<file path="src/eod_pkg.sv">
package eod_pkg;

	localparam int SAMPLE_W = 16;
	localparam int GAIN_W   = 16;
	localparam int COEF_W   = 17;
	localparam int WIN_W    = 17;
	localparam int THR_W    = 16;
	localparam int ENV_W    = 24;
	localparam int MAG_W    = 16;

	// Shared multiplier: 24-bit by 17-bit unsigned
	localparam int MUL_A_W = 24;
	localparam int MUL_B_W = 17;
	localparam int PROD_W  = MUL_A_W + MUL_B_W;

	localparam logic [ENV_W-1:0]  ENV_MAX  = {ENV_W{1'b1}};
	localparam logic [COEF_W-1:0] COEF_ONE = 17'h10000;

	localparam int CFG_IDX_W  = 3;
	localparam int CFG_DATA_W = 24;

	localparam logic [CFG_IDX_W-1:0] CFG_LEVEL_GAIN      = 3'd0;
	localparam logic [CFG_IDX_W-1:0] CFG_ATTACK_COEF     = 3'd1;
	localparam logic [CFG_IDX_W-1:0] CFG_DECAY_COEF      = 3'd2;
	localparam logic [CFG_IDX_W-1:0] CFG_COMPARE_WINDOW  = 3'd3;
	localparam logic [CFG_IDX_W-1:0] CFG_RATIO_THRESHOLD = 3'd4;
	localparam logic [CFG_IDX_W-1:0] CFG_DIFF_THRESHOLD  = 3'd5;
	localparam logic [CFG_IDX_W-1:0] CFG_HOLDOFF_SAMPLES = 3'd6;

	localparam logic [GAIN_W-1:0] GAIN_RESET   = 16'd4096;
	localparam logic [COEF_W-1:0] ATTACK_RESET = 17'd45426;

	typedef struct packed {
		logic [GAIN_W-1:0] level_gain;
		logic [COEF_W-1:0] attack_coef;
		logic [COEF_W-1:0] decay_coef;
		logic [THR_W-1:0]  ratio_threshold;
		logic [ENV_W-1:0]  diff_threshold;
		logic [ENV_W-1:0]  holdoff_samples;
	} eod_cfg_t;

	// One strobe per datapath step
	typedef struct packed {
		logic accept;
		logic mul_gain;
		logic sub;
		logic mul_coef;
		logic update;
		logic read;
		logic mul_thr;
		logic finish;
	} eod_cmd_t;

endpackage

</file>
<file path="src/eod_winmod.sv">
module eod_winmod #(
	parameter int DEPTH = 65536
) (
	input  logic                     clk,
	input  logic                     arst_n,
	input  logic                     start,
	input  logic [eod_pkg::WIN_W-1:0] window,
	output logic                     busy,
	output logic [$clog2(DEPTH)-1:0] win_mod
);
	import eod_pkg::*;

	localparam int AW = $clog2(DEPTH);
	localparam int RW = AW + WIN_W + 1;
	// Depth reciprocal scaled by 2^WIN_W; zero once the depth exceeds 2^WIN_W
	localparam logic [WIN_W-1:0] RECIP   = WIN_W'((1 << WIN_W) / DEPTH);
	localparam logic [RW-1:0]    DEPTH_R = RW'(DEPTH);

	logic [WIN_W-1:0]   w_q;
	logic [WIN_W-1:0]   quot_q;
	logic [RW-1:0]      r_q;
	logic [1:0]         cnt_q;
	logic               busy_q;
	logic [2*WIN_W-1:0] recip_prod;
	logic [RW-1:0]      back_prod;

	// Quotient estimate is low by at most one, so one compare and subtract finishes
	assign recip_prod = (2*WIN_W)'(w_q) * (2*WIN_W)'(RECIP);
	assign back_prod  = RW'(quot_q) * DEPTH_R;

	always_ff @(posedge clk or negedge arst_n) begin
		if (!arst_n) begin
			w_q    <= '0;
			quot_q <= '0;
			r_q    <= '0;
			cnt_q  <= '0;
			busy_q <= 1'b0;
		end else if (start) begin
			w_q    <= window;
			cnt_q  <= 2'd2;
			busy_q <= 1'b1;
		end else if (busy_q) begin
			unique case (cnt_q)
				2'd2: quot_q <= recip_prod[2*WIN_W-1:WIN_W];
				2'd1: r_q    <= RW'(w_q) - back_prod;
				default: begin
					if (r_q >= DEPTH_R) begin
						r_q <= r_q - DEPTH_R;
					end
				end
			endcase
			if (cnt_q == 2'd0) begin
				busy_q <= 1'b0;
			end else begin
				cnt_q <= cnt_q - 1'b1;
			end
		end
	end

	assign busy    = busy_q;
	assign win_mod = AW'(r_q);

endmodule

</file>
<file path="config.mk">
export PLATFORM = sky130hd
export DESIGN_NAME = eod_winmod
export DESIGN_NICKNAME = d
export VERILOG_FILES = /design/src/eod_pkg.sv /design/src/eod_winmod.sv
export SDC_FILE = /design/constraint.sdc
export NUM_CORES = 1
export LEC_CHECK = 0
export BUFFER_PORTS_ARGS = -buffer_cell sky130_fd_sc_hd__buf_2
export CORE_MARGIN = 4
export CORE_UTILIZATION = 49
export CTS_CLUSTER_DIAMETER = 200
export DETAILED_ROUTE_END_ITERATION = 8
export GPL_ROUTABILITY_DRIVEN = 1
export PLACE_DENSITY = 0.85
export SETUP_SLACK_MARGIN = 0.5
export SYNTH_ARGS = -nofsm -noshare
export SYNTH_HDL_FRONTEND = slang
export SYNTH_SLANG_ARGS = --single-unit
</file>
<file path="constraint.sdc">
create_clock -name clk -period 1.5 [get_ports clk]
set_input_delay 0.075 -clock clk [delete_from_list [all_inputs] [get_ports clk]]
set_output_delay 0.075 -clock clk [all_outputs]
set_load 0.02 [all_outputs]
</file>
Yosys cells after proc, flatten, opt, wreduce, memory -nomap -nowiden

Cells that the tools add are included.

Reductions and logical operators: 6
Order comparisons: 1
$add $sub $neg: 3
Multiplexer cells: 8
Equality and inequality tests: 3
Bitwise logic cells: 2

Operators by type and width:

| kind                     | count |
|---|---|
| $pmux W34 S2             | 1 |
| $ge A34 B17 Y1 const B   | 1 |
| $mux W34                 | 1 |
| $sub A34 B17 Y34 const B | 1 |
| $sub A17 B17 Y18         | 1 |
| $mux W2                  | 3 |
| $reduce_and A4 Y1        | 1 |
| $reduce_bool A2 Y1       | 2 |
| $mux W1                  | 3 |
| $reduce_and A3 Y1        | 1 |
| $eq A2 B1 Y1 const B     | 1 |
| $eq A2 B2 Y1 const B     | 1 |
| $logic_not A2 Y1         | 1 |
| $ne A2 B2 Y1 const B     | 1 |
| $not A1 Y1               | 2 |
| $reduce_and A2 Y1        | 1 |
| $sub A2 B1 Y2 const B    | 1 |

Register bits: 55
Input port bits: 20

Longest topological paths before layout

Depth after elaboration: 4
Depth in mapped cells: 5

Worst setup path before layout

No wires, ideal clock.

Path kind: reg-to-reg
Start point: register cnt_q[1]
End point: register r_q[10]
Setup slack: 186 ps
Data required time: 1375 ps
Stages on the path, launching flop included: 6
Period minus slack after synthesis: 1314 ps
Arrival time: 1188 ps
Cell sequence: dfrtp_1 inv_1 ha_1 nand3b_4 buf_6 mux2_4

Cells in the longest elaborated chain, start to end: 3

RTL lines:

| element                                                    | line             | text |
|---|---|---|
| start, declared                                            | eod_winmod.sv:22 | `logic [1:0] cnt_q;` |
| start signal, assigned                                     | eod_winmod.sv:55 | `cnt_q <= cnt_q - 1'b1;` |
| $eq A2 B1 Y1 or $eq A2 B2 Y1 (tied branches)               | eod_winmod.sv:43 | `unique case (cnt_q)` |
| $reduce_bool A2 Y1 (no line) or $not A1 Y1 (tied branches) | --               |  |
| $reduce_and A4 Y1 (no line)                                | --               |  |
| end signal, assigned                                       | eod_winmod.sv:45 | `2'd1: r_q <= RW'(w_q) - back_prod;` |
| end signal, assigned                                       | eod_winmod.sv:48 | `r_q <= r_q - DEPTH_R;` |
| end, declared                                              | eod_winmod.sv:21 | `logic [RW-1:0] r_q;` |

Several ways; a longest one is shown, not always the timed one.
A chain may end at the register's enable or synchronous reset.

Worst setup path in the final report

Start point: register cnt_q[1]
End point: register r_q[3]

Same word-level chain as after synthesis.

==> reports/summary.md <==
• **Floorplan Core Area** 2730 um^2
• **via count** 916
• **Die Outline Area** 3760 um^2
• **placed cell count** 145
• **average cell area after synthesis** 17.2 um^2
• **total routing usage reported by global routing** 0.159
• **Synth Area in XOR/XNOR** 0.00629
• **clock latency at the later pin of the worst-skew pair** 0.34 ns
• **Starting Density** 0.509
• **number of input and output port buffers inserted** 35
• **peak supply drop** 1580 uV
• **antenna violations before repair** 0
• **global routing met1 resource utilization** 0.188
• **largest family of logic cells by synthesized area** multiplexers
• **Die X** 61.3 um
• **Distinct cells, synth** 12
• **GR Util met3** 0.0755
• **final hold violation count** 0
• **final wirelength** 3150 um
• **Post-Synthesis Net Count** 103
• **Via-to-Cell Ratio** 4.98
• **leading cell types in the layout, fill and taps excluded** dfrtp_1, buf_2, dlygate4sd3_1
• **count of maximum capacitance violations** 0
• **cell leakage power** 1.06 nW
• **Syn Inst Count** 81
• **minimum clock period after layout** 1.29 ns
• **share of final-layout standard cells stronger than drive strength 1** 0.632
• **adder-cell share of the synthesized area** 0.0180
• **GRT Residual Overflow** 0
• **part of the power in registers** 0.377
• **Synth Area in Compound Gates** 0.00629
• **number of buffers created by CTS** 5
• **detailed-router iteration count before antenna repair** 4
• **CTS H-tree depth** 2
• **clk sink count** 35
• **worst path arrival time** 1.51 ns
• **root buffer selected by CTS** clkbuf_4
• **half-perimeter wire length after detailed placement** 1600 um
• **largest clock skew in the final design** 0.0183 ns
• **synthesized flop and latch total** 35
• **post-synthesis mux area share** 0.286
• **unrepaired setup endpoints after global routing** yes
• **Layout Area Growth over Synthesis** 52.1%
• **areal power density over the cells** 1810 nW/um^2
• **simple-gate share of the synthesized area** 0.0288
• **total chip power** 3.84 mW
• **Routed Antenna Nets** 0
• **transition time at the pin with the least slew margin** 0.459 ns
• **clock transition at the registers of the reported paths** 0.11 ns
• **Logic pwr share** 0.445
• **endpoint required time on the critical path** 1.72 ns
• **most common cell after layout, fill and taps aside** dfrtp_1
• **critical path fanouts, max** 8
• **DR iter-0 viols** 39
• **category of the most critical setup path** flop to flop
• **DRC violations left** 0
• **RD Place Congestion** 0.610
• **CP endpoint kind** flop
• **count of final setup violators** 0
• **switching share of total power** 0.316
• **post-DR wirelength/cell** 17.1 um
• **global-route layer with the greatest usage** met2
• **Final Max Slew Viols** 0
• **Final period util** 0.857
• **global-route wire length before repair** 4080 um
• **aggregate negative setup slack** 0 ns
• **post-layout instance count excluding filler cells** 184
• **maximum number of pins on one net before global-route repair** 36
• **internal power** 2.63 mW
• **CTS max path bufs** 2
• **via count of the first global-routing pass** 904
• **height of the chip** 61.3 um
• **synthesized area** 1390 um^2
• **M2 GR Usage** 0.245
• **relative max-transition margin** 0.694
• **critical path startpoint category** flop
• **TritonCTS clock tree** built
• **max frequency** 778 MHz
• **Synthesis Warnings** 0
• **net switching power figure** 1.21 mW
• **num rows** 19
• **worst hold slack** 0.203 ns
• **top-level I/O count** 37
• **fraction of the yosys area taken by sequential cells** 0.629
• **fraction of power consumed by the clock network** 0.178
• **number of nets in the final layout** 173
• **Tightest Hold Check Type** primary input to flop
• **result of the run** finished, final reports clean
[cells by family (layout without fill, tap and decap cells)]
logic type               after synthesis  in the layout
adder cells (fa/ha/maj)                2              2
AND/OR/NAND/NOR                        5              5
other                                  0              1
flip-flops                            35             35
AO/OA/AOI/OAI                          1              1
XOR/XNOR                               1              1
buffers and inverters                  5             76
multiplexers                          32             32
[metrics by stage]
step | util | area (um^2) | setup WS (ns)
after detailed placement | 0.581 | 1590 | 0.0333
after floorplan | - | 1390 | 0.187
after global placement | 0.581 | 1590 | 0.107
after CTS | 0.702 | 1920 | 0.217
final | 0.774 | 2120 | 0.214
after global routing | 0.773 | 2110 | 0.181
[power by group through the flow]
stage	Sequential, mW	Combinational [mW]	Clock (mW)
CTS	1.38	1.22	0.686
detailed placement	1.40	1.08	0
global route	1.48	1.82	0.746
global placement	1.37	1.05	0
floorplan	1.65	0.478	0
finish	1.45	1.71	0.683
[layout make-up]
| type | instances | area, um^2 |
|---|---|---|
| inverters | 2 | 7.51 |
| clock buffers | 5 | 37.5 |
| diodes | 1 | 2.50 |
| clock inverters | 3 | 43.8 |
| multi-input cells | 41 | 531 |
| fillers | 159 | 618 |
| well taps | 31 | 38.8 |
| repair buffers | 66 | 578 |
| flip-flops and latches | 35 | 877 |
[metal layers]
layer / share of wire / wire length (um)
met1: 0.37 / 1180
met2: 0.53 / 1670
met3: 0.073 / 231
met4: 0.023 / 73
met5: 0 / 0
[sequential cells by signal, summed over array words and instances (netlist names)]
| signal | count |
|---|---|
| r_q | 16 |
| cnt_q | 2 |
| busy | 1 |
| w_q | 16 |
[worst max-delay path, stage by stage, from the launching register on]
cell      delay (ns)
dfrtp_1         0.40
inv_2           0.08
ha_4            0.14
nand3b_4        0.10
buf_12          0.16
mux2_4          0.29
[final timing paths]
path	startpoint	endpoint	slack, ns	depth (start not counted)
hold reg to reg	w_q[4]$_DFFE_PN0P_	r_q[4]$_DFFE_PN0P_	0.52	1
max in group asynchronous	arst_n	busy$_DFF_PN0_	0.89	2
hold / removal	start	cnt_q[0]$_DFFE_PN0P_	0.20	3
setup reg to reg	cnt_q[1]$_DFFE_PN0P_	r_q[3]$_DFFE_PN0P_	0.21	5
min in group asynchronous	arst_n	r_q[10]$_DFFE_PN0P_	0.24	2
setup / recovery	cnt_q[1]$_DFFE_PN0P_	r_q[3]$_DFFE_PN0P_	0.21	5
[repair_timing]
item,CTS,global route
pin swaps,1,2
buffers inserted,4,9
endpoints found under the setup margin,20,36
gates resized for setup,6,39
endpoints found under the hold margin,51,0
hold buffers,17,0
[synthesized netlist by cell type]
cell      number  share of area
buf_6          2          0.016
inv_1          2         0.0054
nor2_1         2         0.0054
nand2b_1       2         0.0090
nand3b_4       1          0.014
xnor2_1        1         0.0063
dfrtp_1       35           0.63
a211o_1        1         0.0063
ha_1           2          0.018
mux2_2        22           0.18
buf_2          1         0.0036
mux2_4        10           0.11
(Power assumes the default switching activity.)
