## src/eod_pkg.sv

```systemverilog
package eod_pkg;

	localparam int SAMPLE_W = 16;
	localparam int GAIN_W   = 16;
	localparam int COEF_W   = 17;
	localparam int WIN_W    = 17;
	localparam int THR_W    = 16;
	localparam int ENV_W    = 24;
	localparam int MAG_W    = 16;

	// Shared multiplier: 24-bit by 17-bit unsigned
	localparam int MUL_A_W = 24;
	localparam int MUL_B_W = 17;
	localparam int PROD_W  = MUL_A_W + MUL_B_W;

	localparam logic [ENV_W-1:0]  ENV_MAX  = {ENV_W{1'b1}};
	localparam logic [COEF_W-1:0] COEF_ONE = 17'h10000;

	localparam int CFG_IDX_W  = 3;
	localparam int CFG_DATA_W = 24;

	localparam logic [CFG_IDX_W-1:0] CFG_LEVEL_GAIN      = 3'd0;
	localparam logic [CFG_IDX_W-1:0] CFG_ATTACK_COEF     = 3'd1;
	localparam logic [CFG_IDX_W-1:0] CFG_DECAY_COEF      = 3'd2;
	localparam logic [CFG_IDX_W-1:0] CFG_COMPARE_WINDOW  = 3'd3;
	localparam logic [CFG_IDX_W-1:0] CFG_RATIO_THRESHOLD = 3'd4;
	localparam logic [CFG_IDX_W-1:0] CFG_DIFF_THRESHOLD  = 3'd5;
	localparam logic [CFG_IDX_W-1:0] CFG_HOLDOFF_SAMPLES = 3'd6;

	localparam logic [GAIN_W-1:0] GAIN_RESET   = 16'd4096;
	localparam logic [COEF_W-1:0] ATTACK_RESET = 17'd45426;

	typedef struct packed {
		logic [GAIN_W-1:0] level_gain;
		logic [COEF_W-1:0] attack_coef;
		logic [COEF_W-1:0] decay_coef;
		logic [THR_W-1:0]  ratio_threshold;
		logic [ENV_W-1:0]  diff_threshold;
		logic [ENV_W-1:0]  holdoff_samples;
	} eod_cfg_t;

	// One strobe per datapath step
	typedef struct packed {
		logic accept;
		logic mul_gain;
		logic sub;
		logic mul_coef;
		logic update;
		logic read;
		logic mul_thr;
		logic finish;
	} eod_cmd_t;

endpackage

```

## src/eod_ctrl.sv

```systemverilog
module eod_ctrl (
	input  logic              clk,
	input  logic              arst_n,
	input  logic              in_valid,
	output logic              in_ready,
	output logic              out_valid,
	input  logic              out_ready,
	input  logic              win_busy,
	output eod_pkg::eod_cmd_t cmd
);
	import eod_pkg::*;

	localparam logic [2:0] ST_IDLE = 3'd0;
	localparam logic [2:0] ST_MULG = 3'd1;
	localparam logic [2:0] ST_SUB  = 3'd2;
	localparam logic [2:0] ST_MULC = 3'd3;
	localparam logic [2:0] ST_UPD  = 3'd4;
	localparam logic [2:0] ST_RD   = 3'd5;
	localparam logic [2:0] ST_MULT = 3'd6;
	localparam logic [2:0] ST_FIN  = 3'd7;

	logic [2:0] state_q;
	logic [2:0] state_d;
	logic       out_valid_q;
	logic       accept;
	logic       fin_go;

	assign in_ready = (state_q == ST_IDLE) && !win_busy;
	assign accept   = in_valid && in_ready;
	// Hold in the last step while the previous beat still waits
	assign fin_go   = (state_q == ST_FIN) && (!out_valid_q || out_ready);

	always_comb begin
		state_d = state_q;
		unique case (state_q)
			ST_IDLE: if (accept) state_d = ST_MULG;
			ST_MULG: state_d = ST_SUB;
			ST_SUB:  state_d = ST_MULC;
			ST_MULC: state_d = ST_UPD;
			ST_UPD:  state_d = ST_RD;
			ST_RD:   state_d = ST_MULT;
			ST_MULT: state_d = ST_FIN;
			ST_FIN:  if (fin_go) state_d = ST_IDLE;
			default: state_d = ST_IDLE;
		endcase
	end

	always_ff @(posedge clk or negedge arst_n) begin
		if (!arst_n) begin
			state_q     <= ST_IDLE;
			out_valid_q <= 1'b0;
		end else begin
			state_q <= state_d;
			if (fin_go) begin
				out_valid_q <= 1'b1;
			end else if (out_ready) begin
				out_valid_q <= 1'b0;
			end
		end
	end

	assign out_valid    = out_valid_q;
	assign cmd.accept   = accept;
	assign cmd.mul_gain = (state_q == ST_MULG);
	assign cmd.sub      = (state_q == ST_SUB);
	assign cmd.mul_coef = (state_q == ST_MULC);
	assign cmd.update   = (state_q == ST_UPD);
	assign cmd.read     = (state_q == ST_RD);
	assign cmd.mul_thr  = (state_q == ST_MULT);
	assign cmd.finish   = fin_go;

	a_out_from_fin: assert property (@(posedge clk) disable iff (!arst_n)
		$rose(out_valid_q) |-> $past(state_q) == ST_FIN)
		else $error("result beat raised outside the final step");

	a_fin_holds: assert property (@(posedge clk) disable iff (!arst_n)
		(state_q == ST_FIN && out_valid_q && !out_ready) |=>
		(state_q == ST_FIN && out_valid_q))
		else $error("final step left while the output register was full");

	a_accept_starts: assert property (@(posedge clk) disable iff (!arst_n)
		(in_valid && in_ready) |=> state_q == ST_MULG)
		else $error("accepted beat did not start the sequence");

endmodule

```

## config.mk

```make
export PLATFORM = sky130hd
export DESIGN_NAME = eod_ctrl
export DESIGN_NICKNAME = d
export VERILOG_FILES = /design/src/eod_pkg.sv /design/src/eod_ctrl.sv
export SDC_FILE = /design/constraint.sdc
export NUM_CORES = 1
export LEC_CHECK = 0
export ABC_AREA = 0
export BUFFER_PORTS_ARGS = -buffer_cell sky130_fd_sc_hd__buf_4
export CAP_MARGIN = 15
export CORE_AREA = 2 2 39 41
export CTS_CLUSTER_SIZE = 8
export DETAILED_ROUTE_END_ITERATION = 8
export DIE_AREA = 0 0 41 43
export HOLD_SLACK_MARGIN = 0.06
export PLACE_DENSITY = 0.52
export SLEW_MARGIN = 0
export SYNTH_ARGS = -nofsm -noshare
export SYNTH_HDL_FRONTEND = slang
export SYNTH_SLANG_ARGS = --single-unit
```

## constraint.sdc

```tcl
create_clock -name clk -period 1.8 [get_ports clk]
set_input_delay 0.27 -clock clk [delete_from_list [all_inputs] [get_ports clk]]
set_output_delay 0.27 -clock clk [all_outputs]
set_load 0.03 [all_outputs]
```

**Yosys cells after proc, flatten, opt, wreduce, memory -nomap -nowiden**

Index checks and enable logic that the tools add are counted.

- Equality and inequality tests: 9
- Reduce and logical (&&, ||, !) cells: 9
- Multiplexer cells: 5

Operator list:

| cell | number |
|---|---|
| one-hot mux 3 bit (8 select lines) | 1 |
| equality test 3 bit, second input constant | 4 |
| equality test 3 x 2 -> 1 bit, second input constant | 2 |
| 2-to-1 mux 3 bit | 2 |
| inequality test 2 bit, second input constant | 2 |
| equality test 3 x 1 -> 1 bit, second input constant | 1 |
| logical AND 1 bit | 3 |
| zero test 3 bit | 1 |
| zero test 1 bit | 2 |
| 2-to-1 mux 1 bit | 2 |
| AND reduction 2 bit | 1 |
| nonzero test 2 bit | 1 |
| logical OR 1 bit | 1 |

- Input port bits: 5
- Output and inout bits: 10
- Bits in registers: 4
- Logic and storage cells: 25

**Depth between registers and ports, before layout**

- Word-level depth: 5
- Depth in mapped cells: 6
- Depth with buffers taken out: 5

**Worst setup path before layout**

No wires, ideal clock.

- Path type: register to output
- Start point: reg state_q[0]
- End point: out cmd[7] in the netlist's numbering
- Arrival: 1673 ps
- Data required time: 1530 ps
- Slack: -143 ps
- Cell stages (with the launch flop): 7
- Buffers on the path: 1
- Cell sequence: dfrtp_1 -> inv_1 -> ha_1 -> or2b_4 -> nor2_1 -> and2_1 -> buf_4

- Cells in the longest elaborated chain, start to end: 3

RTL lines:

| what | line | RTL |
|---|---|---|
| start: declaration | eod_ctrl.sv:22 | `logic [2:0] state_q;` |
| start signal: assignment | eod_ctrl.sv:53 | `state_q <= state_d;` |
| zero test 3 bit | eod_ctrl.sv:28 | `assign in_ready = (state_q == ST_IDLE) && !win_busy;` |
| logical AND 1 bit | eod_ctrl.sv:28 |  |
| via in_ready | eod_ctrl.sv:5 | `output logic in_ready,` |
| logical AND 1 bit | eod_ctrl.sv:29 | `assign accept = in_valid && in_ready;` |
| end: declaration | eod_ctrl.sv:9 | `output eod_pkg::eod_cmd_t cmd` |

The timed path passes the listed nets, and every way through them passes these cells.

==> results.toml <==
[critical_path]
cp_slowest_stage_delay_ns = 0.40
path_class = "reg2out"
r2r_cells = 5
crit_fanout = 3
cp_slowest_cell = "dfrtp_1"
worstPathRequired_ns = 1.53
cp-end-kind = "output port"
worstPathCellList = "inv_2, ha_1, or2b_4, nor2_4, and2_4, buf_6"
start_kind = "register"
cp.depth = 6
cp_top_family = "simple AND/OR/NAND/NOR gates"
cp.buffers_inverters = 2
arrival_ns = 1.49

[power_and_ir_drop]
ir_drop_mv = 0.545
cellLeakagePower_nw = 0.247
power_per_cell_area_mw_per_mm2 = 1760

[yosys]
synth_common_cells = "4 x and2_1, 4 x dfrtp_1, 4 x ha_1, 4 x nor2b_1"
synth.distinct_cells = 18
syn-num-nets = 43
ys_ff_latch = 4
synthFlopType = "dfrtp_1"
synth.largest_area_cell = "dfrtp_1"
synth_area_um2 = 330
synth_top_area_frac = 0.303
yosysWarnings = 0
synthTopCellsByArea = "dfrtp_1 30%, ha_1 15%, and2_1 7.6%, nor2b_1 7.6%, o22ai_4 6.1%"
synthArstFlopShare = 1.00
syn_inst = 34
synth_edf_count = 0
ys_seq_area_frac = 0.303
avgSynthCellArea_um2 = 9.72

[sta]
hold_violations = 0
fmax_mhz = 570
slew_violations = 0
worst_pin_slew_ns = 0.272
fin_skew_ns = 0.000762
rsz0062_at_grt = "yes"
final-setup-viol-count = 0
tns_ns = 0
relSlewSlack = 0.819
layout_min_cycle_time_ns = 1.76
fin_crit_sh = 0.975

[layout]
num-fill-cells = 146
area_growth_pct = 49.6
drive_above_1_share = 0.451
nets = 62
n_antenna_cell = 0
fin_cells = 67

[clock_network]
cts_buffers = 3
clkLatencyLatePin_ns = 0.23
cts.sinks = 4
path_clk_slew_ns = 0.04
htree_num_levels = 1
cts-root-buf = "clkbuf_4"
clk_path_buf_depth = 2
tritoncts = "built"

[die]
ios = 15
coreArea_mm2 = 0.00138
start_util = 0.239
rows = 14
die_w_um = 41
die_area_mm2 = 0.00176
fp.dieH_um = 43

[drt]
drcViolationCount = 0
wl_um = 568
num_vias = 268
ant_nets = 0
dr.first_iter.drc_count = 1
drtPass1Iterations = 2
routed_via_density = 4.00
post_drt_wl_per_cell_um = 8.48

[global_routing]
grt_pass1_wl_um = 848
grt_max_degree = 10
grt_pass1_vias = 247
antenna_found_initial = 0
overflow = 0
track_usage = 0.0736

[min_path]
hp-class = "in2async"

[placement]
io_buffers = 14
dp_hpwl_um = 476
post-place-cells = 62
gp_congestion = 0.587

[flow_run]
cap_violations = 0

[status]
outcome = "finished, final reports clean"
[placed cells by master (no fill, tap or decap)]
cell type,count
dfrtp_1,4
nand2_1,2
buf_6,1
clkbuf_4,3
ha_1,4
inv_1,1
nand2b_1,1
nor2_1,1
dlygate4sd3_1,1
o32ai_1,1
nor2b_1,4
nor3_1,1
mux2i_1,1
o21a_1,1
o21ai_0,1
and2b_1,1
buf_4,14
nor2_4,1
and2_4,1
mux2_1,1
inv_2,1
or2b_4,1
and2_1,3
o22ai_4,1
[state kept, by name (all words and copies together), names as in the netlist]
register	flops
out_valid	1
state_q	3
[worst reg2reg max path, delay by kind of cell, from the launching register on]
| family | cells | cell delay, ns |
|---|---|---|
| AOI/OAI and AO/OA | 1 | 0.16 |
| adders and majority gates | 1 | 0.14 |
| buffers and inverters | 1 | 0.08 |
| DFF | 1 | 0.40 |
| muxes | 1 | 0.34 |
| and+or+nand+nor | 1 | 0.29 |
[final cells by class]
| cell class | instances | area, µm² | share of cell area |
|---|---|---|---|
| Clock buffer | 3 | 22.5 | 0.0456 |
| Inverter | 2 | 7.51 | 0.0152 |
| Multi-Input combinational cell | 26 | 218 | 0.441 |
| Sequential cell | 4 | 100 | 0.203 |
| Tap cell | 16 | 20.0 | 0.0405 |
| Timing Repair Buffer | 16 | 126 | 0.256 |
[where the power goes]
part	internal (W)	switching [W]	total [W]
registers	0.000135	0.0000416	0.000176
logic	0.000259	0.000329	0.000588
clock network	0.0000744	0.0000336	0.000108
[per-stage QoR]
stage | hold slack, ns | cell area (µm²) | utilization | setup WS [ns] | power (W)
final | 0.361 | 494 | 0.357 | 0.0444 | 0.000872
after global routing | 0.371 | 494 | 0.357 | -0.0340 | 0.000942
after CTS | 0.353 | 483 | 0.349 | 0.000663 | 0.000878
after detailed placement | 0.0672 | 443 | 0.320 | 0.226 | 0.000742
after global placement | 0.0688 | 443 | 0.320 | 0.247 | 0.000744
after floorplan | -0.0256 | 333 | - | 0.0259 | 0.000586
[metal layers]
layer / wire [µm] / vias up / global-route usage
met1: 241 / 113 / 0.0814
li1: - / 143 / -
met3: 66 / 0 / 0.0314
met4: 0 / 0 / 0.0600
met5: 0 / - / 0
met2: 261 / 12 / 0.103
[timing repair]
item	in CTS	in global routing
hold endpoints to repair	4	0
setup endpoints to repair	1	1
buffers inserted	1	0
gates cloned	0	0
resized for setup	1	3
hold buffers	1	0
[cells by family (layout without fill, tap and decap cells)]
logic type | Yosys count | count (layout) | share of synthesized area
adders and majority gates | 4 | 4 | 0.152
AOI/OAI and AO/OA | 4 | 4 | 0.125
muxes | 2 | 2 | 0.0644
and+or+nand+nor | 16 | 16 | 0.288
DFF | 4 | 4 | 0.303
buffers and inverters | 4 | 21 | 0.0682
[final timing paths]
kind	from	endpoint	slack [ns]
worst min register to register	out_valid	out_valid	0.59
max in group asynchronous	arst_n	state_q[0]	1.34
worst min-delay path	arst_n	state_q[2]	0.36
min in group clk	out_ready	out_valid	0.42
worst max register to register	state_q[0]	state_q[1]	0.28
worst max-delay path	state_q[0]	cmd[7]	0.04
No activity file was read; power rests on OpenSTA's default activity.
